--- src/design/hti_pkg.sv ---
// ---------------------------------------------------------------------------
// hti_pkg
// Shared types and fixed constants of the heightmap triangle interpolator.
// ---------------------------------------------------------------------------
`default_nettype none

package hti_pkg;

    typedef enum logic [1:0] {
        MODE_WRITE   = 2'd0,
        MODE_HEIGHT  = 2'd1,
        MODE_SLOPE_X = 2'd2,
        MODE_SLOPE_Y = 2'd3
    } mode_t;

    typedef enum logic [2:0] {
        REG_ORIGIN_X  = 3'd0,
        REG_ORIGIN_Y  = 3'd1,
        REG_CELL_SIZE = 3'd2,
        REG_CELLS_X   = 3'd3,
        REG_CELLS_Y   = 3'd4
    } reg_idx_t;

    typedef enum logic [3:0] {
        ST_IDLE,
        ST_DIVIDE,
        ST_READ,
        ST_MUL1,
        ST_MUL2,
        ST_MUL3,
        ST_SLOPE_GO,
        ST_SLOPE_WAIT,
        ST_FINISH
    } state_t;

    localparam int CS_W      = 31;
    localparam int FRAC_W    = 16;
    localparam int DIV_W     = 48;   // 32 integer bits + 16 fraction bits
    localparam int DIV_STEPS = 48;

    localparam logic [16:0] ONE_Q16  = 17'h1_0000;
    localparam logic [30:0] CS_RESET = 31'h0001_0000;
    localparam logic [8:0]  CNT_RESET = 9'd256;

endpackage

`default_nettype wire

--- src/design/hti_div.sv ---
// ---------------------------------------------------------------------------
// hti_div
// Restoring radix-2 divider, one quotient bit per cycle, 48-bit dividend
// by 31-bit divisor. done pulses in the cycle after the last step.
// ---------------------------------------------------------------------------
`default_nettype none

module hti_div (
    input  wire logic                       clk,
    input  wire logic                       rst_n,
    input  wire logic                       start,
    input  wire logic [hti_pkg::DIV_W-1:0]  dividend,
    input  wire logic [hti_pkg::CS_W-1:0]   divisor,
    output logic                            done,
    output logic [hti_pkg::DIV_W-1:0]       quot,
    output logic [hti_pkg::CS_W-1:0]        rem
);
    import hti_pkg::*;

    localparam int STEP_W = $clog2(DIV_STEPS);

    logic              busy_reg, busy_next;
    logic              done_reg, done_next;
    logic [STEP_W-1:0] cnt_reg, cnt_next;
    logic [DIV_W-1:0]  quo_reg, quo_next;
    logic [CS_W-1:0]   rem_reg, rem_next;
    logic [CS_W-1:0]   dvs_reg, dvs_next;

    logic [CS_W:0]     rem_sh;
    logic              ge;

    always_comb
    begin
        rem_sh    = {rem_reg, quo_reg[DIV_W-1]};
        ge        = rem_sh >= {1'b0, dvs_reg};
        busy_next = busy_reg;
        done_next = 1'b0;
        cnt_next  = cnt_reg;
        quo_next  = quo_reg;
        rem_next  = rem_reg;
        dvs_next  = dvs_reg;
        if (start)
        begin
            busy_next = 1'b1;
            cnt_next  = '0;
            quo_next  = dividend;
            rem_next  = '0;
            dvs_next  = divisor;
        end
        else if (busy_reg)
        begin
            quo_next = {quo_reg[DIV_W-2:0], ge};
            rem_next = ge ? CS_W'(rem_sh - {1'b0, dvs_reg}) : CS_W'(rem_sh);
            cnt_next = STEP_W'(cnt_reg + 1'b1);
            if (cnt_reg == STEP_W'(DIV_STEPS - 1))
            begin
                busy_next = 1'b0;
                done_next = 1'b1;
            end
        end
    end

    always_ff @(posedge clk or negedge rst_n)
    begin
        if (!rst_n)
        begin
            busy_reg <= 1'b0;
            done_reg <= 1'b0;
            cnt_reg  <= '0;
        end
        else
        begin
            busy_reg <= busy_next;
            done_reg <= done_next;
            cnt_reg  <= cnt_next;
        end
    end

    always_ff @(posedge clk)
    begin
        quo_reg <= quo_next;
        rem_reg <= rem_next;
        dvs_reg <= dvs_next;
    end

    assign done = done_reg;
    assign quot = quo_reg;
    assign rem  = rem_reg;

endmodule

`default_nettype wire

--- config.mk ---
export PLATFORM = sky130hd
export DESIGN_NAME = hti_div
export DESIGN_NICKNAME = d
export VERILOG_FILES = /design/src/design/hti_pkg.sv /design/src/design/hti_div.sv
export SDC_FILE = /design/constraint.sdc
export NUM_CORES = 1
export LEC_CHECK = 0
export BUFFER_PORTS_ARGS = -buffer_cell sky130_fd_sc_hd__buf_2
export CAP_MARGIN = 20
export CORE_UTILIZATION = 54
export DETAILED_ROUTE_END_ITERATION = 10
export PLACE_DENSITY_LB_ADDON = 0.12
export SLEW_MARGIN = 5
export SYNTH_ARGS = -nofsm -noshare
export SYNTH_HDL_FRONTEND = slang
export SYNTH_SLANG_ARGS = --single-unit
--- constraint.sdc ---
create_clock -name clk -period 3.46 [get_ports clk]
set_input_delay 0 -clock clk [delete_from_list [all_inputs] [get_ports clk]]
set_output_delay 0 -clock clk [all_outputs]
set_load 0.1 [all_outputs]
==> flow_metrics.env, run 1 <==
export IMPL_area_delta_synth_final_pct=34.6
export IMPL_ys_ff_latch=118
export IMPL_path_clk_slew_ps=60
export IMPL_fillerInstances=765
export IMPL_p_int_uw=3070
export IMPL_syn_inst=607
export IMPL_routed_wire_length_per_instance_um=17.0
export IMPL_synthFlopType="edfxtp_1"
export IMPL_first_pass_iters=8
export IMPL_whs_ps=85.3
export IMPL_finalWirelength_um=17000
export IMPL_critical_path_class="flip-flop to flip-flop"
export IMPL_die_y_um=112
export IMPL_cts_sinks=118
export IMPL_cp_slowest_cell="fa_1"
export IMPL_seqPwrFrac_pct=37.5
export IMPL_required_ps=3730
export IMPL_hold_viol_final=0
export IMPL_path_max_fanout=25
export IMPL_tns_ps=0
export IMPL_nets=961
export IMPL_io_pins=162
export IMPL_overflow=0
export IMPL_rsz0062_at_grt="no"
export IMPL_drive_gt1_share_pct=30.5
export IMPL_maxSlewViolCount=0
export IMPL_cts_tree="done"
export IMPL_worst_slew_pin_slew_ps=1010
export IMPL_async_flop_share_pct=6.78
export IMPL_status="finished with violations"
export IMPL_fmaxAchievable_mhz=327
export IMPL_grt_pass1_vias=5663
export IMPL_cts_root_buf="clkbuf_16"
export IMPL_clockBufferDepth=2
export IMPL_pwr_share_clk_pct=41.9
export IMPL_ir_worst_vdd_v=0.000438
export IMPL_diodes=0
export IMPL_p_total_uw=4430
export IMPL_drc=7
export IMPL_final_antenna_net_count=0
export IMPL_switching_power_uw=1370
export IMPL_grt_pass1_wl_um=27400
export IMPL_drt_iter0_drc=364
export IMPL_yosysSeqAreaShare_pct=48.8
export IMPL_core_area_sq_um=11600
export IMPL_skew_ps=16.9
export IMPL_insertion_delay_ps=430
export IMPL_numCtsBuffers=17
export IMPL_track_usage_pct=27.9
export IMPL_viasPerCell=5.61
export IMPL_hold_class="input pin to flip-flop"
export IMPL_post_cts_setup_buffer_count=0
export IMPL_avgSynthCellArea_sq_um=10.8
export IMPL_maxSlewHeadroom_pct=32.6
export IMPL_gp_congestion=0.895
export IMPL_comb_power_share_pct=20.6
export IMPL_setup_viol=0
export IMPL_min_period_ps=3060
export IMPL_die_area_sq_um=12600
export IMPL_final_common_cell="buf_2"
export IMPL_p_per_area_nw_per_um2=504
export IMPL_p_leak_uw=0.00384
export IMPL_largest_reg_flops=48
export IMPL_yosys_cell_types_count=64
export IMPL_initial_utilization_pct=56.3
export IMPL_critical_path_top_delay_family="compound AO/OA/AOI/OAI gates"
export IMPL_violations="DRC"
export IMPL_syn_num_nets=722
export IMPL_cts_htree_levels=4
export IMPL_mostFrequentLayoutCells="buf_2, dlygate4sd3_1, edfxtp_1, nand2_1, nor2_1"
export IMPL_dp_hpwl_um=10300
export IMPL_port_buffers=161
export IMPL_grt_max_degree=70
export IMPL_power_share_switching_pct=30.8
export IMPL_rows=39
export IMPL_endpoint_kind="flip-flop"
export IMPL_path_buf_inv=2
export IMPL_regArea_sq_um=3190
export IMPL_cp_arrival_ps=3340
export IMPL_path_cells="inv_1 > ha_1 > fa_1 > nand2b_2 > a21oi_4 > a2111oi_4 > o31ai_4 > o21ai_2 > a31oi_4 > buf_4 > o21ai_0 > a31oi_1 > nor3_1"
export IMPL_post_route_util_pct=75.8
export IMPL_max_cap_viol_count=0
export IMPL_cts_resized=0
export IMPL_synth_edf_count=79
export IMPL_cp_slowest_stage_delay_ps=380
export IMPL_worstSetupStartpointType="flip-flop"
export IMPL_synth_warnings=0
export IMPL_postCtsHoldBufs=81
export IMPL_synth_area_sq_um=6540
export IMPL_vias=5624
export IMPL_die_width_um=112
export IMPL_post_route_period_util_pct=88.5
export IMPL_multi_input_area_sq_um=2990
export IMPL_antenna_found_initial=0
-- power groups by stage --
| stage | registers, uW | clock network [uW] | logic (uW) |
|---|---|---|---|
| final | 1660 | 1860 | 912 |
| after CTS | 1660 | 1870 | 899 |
| after floorplan | 2120 | 0 | 225 |
| after global placement | 1680 | 0 | 816 |
| after global routing | 1670 | 1940 | 949 |
| after detailed placement | 1680 | 0 | 824 |
-- layer usage --
layer	global-route usage, %	wire length (um)	vias to the layer above
met1	32.9	7010	2671
met4	10.8	227	0
met2	48.7	8620	236
li1	-	-	2697
met5	0	0	-
met3	7.45	1190	20
-- area by class of cell --
cell class	instances	area share (%)
timing repair buffer	247	18.8
multi-input combinational	417	34.0
inverter	45	1.92
clock inverter	13	2.05
clock buffer	19	4.92
tap	143	2.03
sequential	118	36.3
-- worst paths after layout --
path | startpoint | endpoint | slack (ps) | cells after the start
setup / recovery | quot[47]$_DFFE_PP_ | rem[17]$_SDFFE_PP0P_ | 400 | 13
hold / removal | start | dvs_reg[3]$_DFFE_PP_ | 90 | 1
setup reg to reg | quot[47]$_DFFE_PP_ | rem[17]$_SDFFE_PP0P_ | 400 | 13
hold reg to reg | rem[4]$_SDFFE_PP0P_ | rem[5]$_SDFFE_PP0P_ | 520 | 2
max in group asynchronous | rst_n | busy_reg$_DFF_PN0_ | 2590 | 3
min in group asynchronous | rst_n | cnt_reg[3]$_DFFE_PN0P_ | 560 | 3
-- synth_stat cells (13+ instances only) --
master	count	area share [%]
inv_1	44	2.5
nand2_1	64	3.7
clkbuf_1	13	0.75
o21ai_0	23	1.8
xnor2_1	17	2.3
a311oi_1	19	2.5
edfxtp_1	79	36
ha_1	32	6.1
mux2_2	47	8.1
a21oi_1	40	3.1
nor2_1	48	2.8
dfxtp_1	31	9.5
-- through the flow --
step / setup slack [ps] / instance area [sq um] / instances
finish: 398 / 8810 / 1002
global route: 205 / 8810 / 1002
CTS: 407 / 8810 / 1002
detailed placement: 434 / 7380 / 889
global placement: 515 / 7380 / 889
floorplan: 3.21 / 6550 / 607
-- cell families after synthesis --
logic type	Yosys count	share of synthesized area (%)
adders and majority gates	33	6.42
buffers and inverters	72	5.56
AOI/OAI and AO/OA	139	15.2
DFF	118	48.8
muxes	50	8.55
and+or+nand+nor	166	11.6
xor gates and xnor gates	29	3.88
No activity file was read; power rests on OpenSTA's default activity.
==> run 2, diff against run 1 <==
==> constraint.sdc (replaced) <==
create_clock -name clk -period 3.46 [get_ports clk]
set_input_delay 0.692 -clock clk [delete_from_list [all_inputs] [get_ports clk]]
set_output_delay 0.692 -clock clk [all_outputs]
set_load 0.1 [all_outputs]
==> run 2 against run 1 <==
The run still ends with DRC left; clock power barely moved; worst setup slack lost 34 ps; via count shrank 7.3%; power down 2.4%; utilization is 6.5 points lower; sequential share of layout area up 3.4 points; clock skew shrank 7.5 ps.
==> flow_metrics.env, run 2 (synthesis gave the netlist of run 1 again) <==
export IMPL_mostFrequentLayoutCells="buf_2, edfxtp_1, nand2_1, nor2_1, mux2_2"
export IMPL_cts_resized=0
export IMPL_drc=7
export IMPL_initial_utilization_pct=56.3
export IMPL_status="finished with violations"
export IMPL_clockBufferDepth=2
export IMPL_worst_slew_pin_slew_ps=762
export IMPL_routed_wire_length_per_instance_um=15.9
export IMPL_fmaxAchievable_mhz=323
export IMPL_numCtsBuffers=17
export IMPL_cts_htree_levels=4
export IMPL_rsz0062_at_grt="no"
export IMPL_die_width_um=112
export IMPL_drt_iter0_drc=263
export IMPL_path_clk_slew_ps=60
export IMPL_cp_endpoint="rem[28]$_SDFFE_PP0P_"
export IMPL_post_cts_setup_buffer_count=0
export IMPL_largest_reg_flops=48
export IMPL_track_usage_pct=23.9
export IMPL_required_ps=3750
export IMPL_endpoint_kind="flip-flop"
export IMPL_vias=5214
export IMPL_die_area_sq_um=12600
export IMPL_max_cap_viol_count=0
export IMPL_drive_gt1_share_pct=33.7
export IMPL_worstSetupStartpointType="flip-flop"
export IMPL_critical_path_class="flip-flop to flip-flop"
export IMPL_overflow=0
export IMPL_diodes=0
export IMPL_violations="DRC"
export IMPL_skew_ps=9.38
export IMPL_r2r_cells=12
export IMPL_io_pins=162
export IMPL_grt_pass1_wl_um=23700
export IMPL_maxSlewViolCount=0
export IMPL_fillerInstances=888
export IMPL_post_route_period_util_pct=89.5
export IMPL_path_max_fanout=24
export IMPL_hold_viol_final=0
export IMPL_setup_viol=0
export IMPL_die_y_um=112
export IMPL_hold_class="input pin to asynchronous set/reset pin"
export IMPL_cp_arrival_ps=3390
export IMPL_post_route_util_pct=69.3
export IMPL_postCtsHoldBufs=0
export IMPL_final_antenna_net_count=0
export IMPL_first_pass_iters=7
export IMPL_final_common_cell="buf_2"
export IMPL_cts_tree="done"
export IMPL_p_leak_uw=0.00352
export IMPL_rows=39
export IMPL_cts_sinks=118
export IMPL_r2r_end="rem[28]$_SDFFE_PP0P_"
export IMPL_gp_congestion=0.863
export IMPL_insertion_delay_ps=420
export IMPL_nets=882
export IMPL_maxSlewHeadroom_pct=49.2
export IMPL_area_delta_synth_final_pct=23.0
export IMPL_cts_root_buf="clkbuf_16"
export IMPL_grt_max_degree=55
export IMPL_dp_hpwl_um=10300
export IMPL_tns_ps=0
export IMPL_r2r_start="quot[47]$_DFFE_PP_"
export IMPL_viasPerCell=5.65
export IMPL_r2r_slack_ps=360
export IMPL_core_area_sq_um=11600
export IMPL_p_per_area_nw_per_um2=538
export IMPL_finalWirelength_um=14700
export IMPL_port_buffers=161
export IMPL_crit_start="quot[47]$_DFFE_PP_"
export IMPL_antenna_found_initial=0
export IMPL_ir_worst_vdd_v=0.000458
export IMPL_p_total_uw=4330
export IMPL_grt_pass1_vias=4990
export IMPL_min_period_ps=3100
## run 2: changes by cell type in the layout (fill, tap and decap cells not counted), moves of 2 or more
cell / before / now
clkinv_2: 3 / 1
buf_12: 0 / 3
clkinvlp_4: 2 / 4
dlygate4sd3_1: 81 / 0
## run 2: metal layers
metal	global-route usage (%)	vias to the layer above	wire length, um	part of all wire [%]
met5	0	-	0	0
met4	6.67	0	155	1.1
met3	8.64	14	1050	7.1
met2	39.6	164	7140	49
met1	29.4	2500	6370	43
li1	-	2536	-	-
## run 2: report_power, final
part	internal, uW	switching [uW]
clock	1200	644
combinational	197	632
sequential	1610	44.3
## run 2: final cells by class
cell class	instances	area, sq um	area share (%)
inverters	45	169	2.10
multi-input cells	417	2990	37.2
repair buffers	168	898	11.2
well taps	143	179	2.22
flip-flops and latches	118	3190	39.7
clock buffers	19	433	5.38
clock inverters	13	180	2.24
## run 2: worst min-delay path by stage
stage / startpoint / endpoint
floorplan: rst_n / busy_reg$_DFF_PN0_
global placement: rem[17]$_SDFFE_PP0P_ / rem[18]$_SDFFE_PP0P_
detailed placement: rem[13]$_SDFFE_PP0P_ / rem[13]$_SDFFE_PP0P_
CTS: rst_n / busy_reg$_DFF_PN0_
global route: rst_n / cnt_reg[3]$_DFFE_PN0P_
finish: rst_n / busy_reg$_DFF_PN0_
## run 2: stage by stage
stage | setup WS (ps) | cell area (sq um) | std cells | hold WS [ps]
2_1_floorplan | 3.21 | 6550 | 607 | 396
3_3_place_gp | 470 | 7430 | 891 | 495
3_5_place_dp | 371 | 7430 | 891 | 499
4_1_cts | 336 | 8050 | 923 | 93.7
5_1_grt | 175 | 8050 | 923 | 100
6_report | 365 | 8050 | 923 | 111
## run 2: worst max-delay path, stage by stage, from the launching register on
cell       delay (ps)
edfxtp_1          360
inv_1              50
ha_1              220
fa_1              400
nand2b_2          240
a21oi_4           180
a2111oi_4          80
o31ai_4           220
o21ai_2           110
a31oi_4           420
inv_2             330
a31oi_1           250
o22ai_1           100
==> run 3, diff against run 2 <==
--- a/config.mk
+++ b/config.mk
@@ -7,7 +7,8 @@
 export LEC_CHECK = 0
 export BUFFER_PORTS_ARGS = -buffer_cell sky130_fd_sc_hd__buf_2
 export CAP_MARGIN = 20
-export CORE_UTILIZATION = 54
+export CORE_ASPECT_RATIO = 1.2
+export CORE_UTILIZATION = 55
 export DETAILED_ROUTE_END_ITERATION = 10
 export PLACE_DENSITY_LB_ADDON = 0.12
 export SLEW_MARGIN = 5
==> constraint.sdc (replaced) <==
create_clock -name clk -period 3.7 [get_ports clk]
set_input_delay 0.74 -clock clk [delete_from_list [all_inputs] [get_ports clk]]
set_output_delay 0.74 -clock clk [all_outputs]
set_load 0.1 [all_outputs]
==> run 3 against run 2 <==
The flow now finishes without violations; power decreased by 12%; maximum frequency decreased by 1.6%; sequential power decreased by 7%; count of clock-buffer cells in the layout decreased by 1; utilization decreased by 0.53 points; combinational power decreased by 6.8%; worst setup slack improved by 190 ps; via count increased by 0.25%; final area decreased by 1.2%; sequential share of layout area increased by 0.47 points; global-route usage increased by 1.7 points; first-iteration DRC count increased by 39%; critical endpoint is now rem[24]$_SDFFE_PP0P_; largest power group is now sequential cells.
==> flow_metrics.env, run 3 (synthesis gave the netlist of run 1 again) <==
export IMPL_vias=5227
export IMPL_p_total_uw=3830
export IMPL_ir_worst_vdd_v=0.000387
export IMPL_pwr_share_clk_pct=39.3
export IMPL_min_period_ps=3150
export IMPL_insertion_delay_ps=420
export IMPL_p_leak_uw=0.00348
export IMPL_viasPerCell=5.58
export IMPL_grt_pass1_wl_um=23800
export IMPL_hold_viol_final=0
export IMPL_hold_class="input pin to asynchronous set/reset pin"
export IMPL_seqPwrFrac_pct=40.5
export IMPL_numCtsBuffers=17
export IMPL_placed_area_sq_um=7410
export IMPL_required_ps=4000
export IMPL_fillerInstances=906
export IMPL_tns_ps=0
export IMPL_area_delta_synth_final_pct=21.5
export IMPL_nets=881
export IMPL_drt_iter0_drc=365
export IMPL_maxSlewViolCount=0
export IMPL_cts_root_buf="clkbuf_16"
export IMPL_cts_htree_levels=4
export IMPL_dp_hpwl_um=10600
export IMPL_worstSetupStartpointType="flip-flop"
export IMPL_comb_power_share_pct=20.2
export IMPL_post_route_period_util_pct=85.0
export IMPL_skew_ps=6.95
export IMPL_antenna_found_initial=0
export IMPL_critical_path_class="flip-flop to flip-flop"
export IMPL_top_usage_layer="met2"
export IMPL_finalWirelength_um=15100
export IMPL_final_cell_area_sq_um=7950
export IMPL_post_cts_setup_buffer_count=0
export IMPL_cts_resized=0
export IMPL_fmaxAchievable_mhz=318
export IMPL_worst_slew_pin_slew_ps=637
export IMPL_io_pins=162
export IMPL_grt_max_degree=122
export IMPL_final_antenna_net_count=0
export IMPL_largest_reg_flops=48
export IMPL_cp_arrival_ps=3450
export IMPL_p_per_area_nw_per_um2=481
export IMPL_track_usage_pct=25.5
export IMPL_mostFrequentLayoutCells="buf_2, edfxtp_1, nand2_1, nor2_1, mux2_2"
export IMPL_grt_pass1_vias=5162
export IMPL_port_buffers=161
export IMPL_core_area_sq_um=11600
export IMPL_clockBufferDepth=2
export IMPL_maxSlewHeadroom_pct=57.5
export IMPL_final_common_cell="buf_2"
export IMPL_met2_usage_pct=43.9
export IMPL_overflow=0
export IMPL_cts_tree="done"
export IMPL_postCtsHoldBufs=0
export IMPL_gr_usage_met3_pct=7.78
export IMPL_gp_congestion=0.939
export IMPL_endpoint_kind="flip-flop"
export IMPL_status="completed"
export IMPL_cts_sinks=118
export IMPL_rsz0062_at_grt="no"
export IMPL_die_width_um=102
export IMPL_diodes=0
export IMPL_setup_viol=0
export IMPL_p_int_uw=2600
export IMPL_die_y_um=121
export IMPL_max_cap_viol_count=0
export IMPL_drc=0
export IMPL_routed_wire_length_per_instance_um=16.1
export IMPL_initial_utilization_pct=56.6
export IMPL_drive_gt1_share_pct=33.8
export IMPL_path_clk_slew_ps=50
export IMPL_rows=43
export IMPL_grt_use_met1_pct=28.4
export IMPL_first_pass_iters=5
export IMPL_die_area_sq_um=12300
export IMPL_power_share_switching_pct=32.0
export IMPL_path_max_fanout=19
export IMPL_r2r_cells=13
export IMPL_switching_power_uw=1220
==> run 3: cell types whose count changed in the layout (fill, tap and decap cells not counted), moves of 2 or more <==
cell,previous run,this run
clkinv_2,1,5
bufinv_16,4,1
clkinv_4,1,4
buf_12,3,1
clkinvlp_4,4,2
==> run 3: cell type report <==
cell class | count | area [sq um] | share of cell area, %
well taps | 157 | 196 | 2.47
multi-input cells | 417 | 2990 | 37.5
clock inverters | 14 | 113 | 1.42
repair buffers | 167 | 866 | 10.9
flip-flops and latches | 118 | 3190 | 40.2
clock buffers | 18 | 429 | 5.40
inverters | 45 | 169 | 2.12
==> run 3: critical path, cell delays in order, from the launching register on <==
cell and delay [ps]:
edfxtp_1 360, inv_1 60, ha_1 230, fa_1 390, nand2b_2 220, a21oi_2 230, a2111oi_4 90, o31ai_4 410
o21ai_2 130, a31oi_4 170, buf_4 280, and4bb_2 270, a21oi_1 100, o21ai_0 90
==> run 3: path summary, 6_finish.rpt <==
check	to	startpoint	slack, ps
min in group clk	dvs_reg[2]$_DFFE_PP_	divisor[2]	490
max reg2reg	rem[24]$_SDFFE_PP0P_	quot[47]$_DFFE_PP_	550
max	rem[24]$_SDFFE_PP0P_	quot[47]$_DFFE_PP_	550
min reg2reg	rem[9]$_SDFFE_PP0P_	rem[8]$_SDFFE_PP0P_	510
min	cnt_reg[1]$_DFFE_PN0P_	rst_n	150
max in group asynchronous	busy_reg$_DFF_PN0_	rst_n	3360
==> run 3: through the flow <==
step           utilization, %  hold slack, ps  std cells  worst slack, ps
2_1_floorplan               -             444        607              194
3_3_place_gp             64.1             496        904              682
3_5_place_dp             64.1             512        904              566
4_1_cts                  68.8             146        936              557
5_1_grt                  68.8             161        936              348
6_report                 68.8             154        936              554
==> run 3: routing by layer <==
layer	vias up	part of all wire, %
met5	-	0
met3	34	6.4
met1	2477	41
met2	182	51
li1	2534	-
met4	0	2.2
==> run 3: power groups by stage <==
stage          clock network, uW  registers, uW  logic [uW]
4_1_cts                     1530           1550         774
2_1_floorplan                  0           1990         209
6_report                    1500           1550         773
5_1_grt                     1590           1560         808
3_3_place_gp                   0           1570         761
3_5_place_dp                   0           1570         771
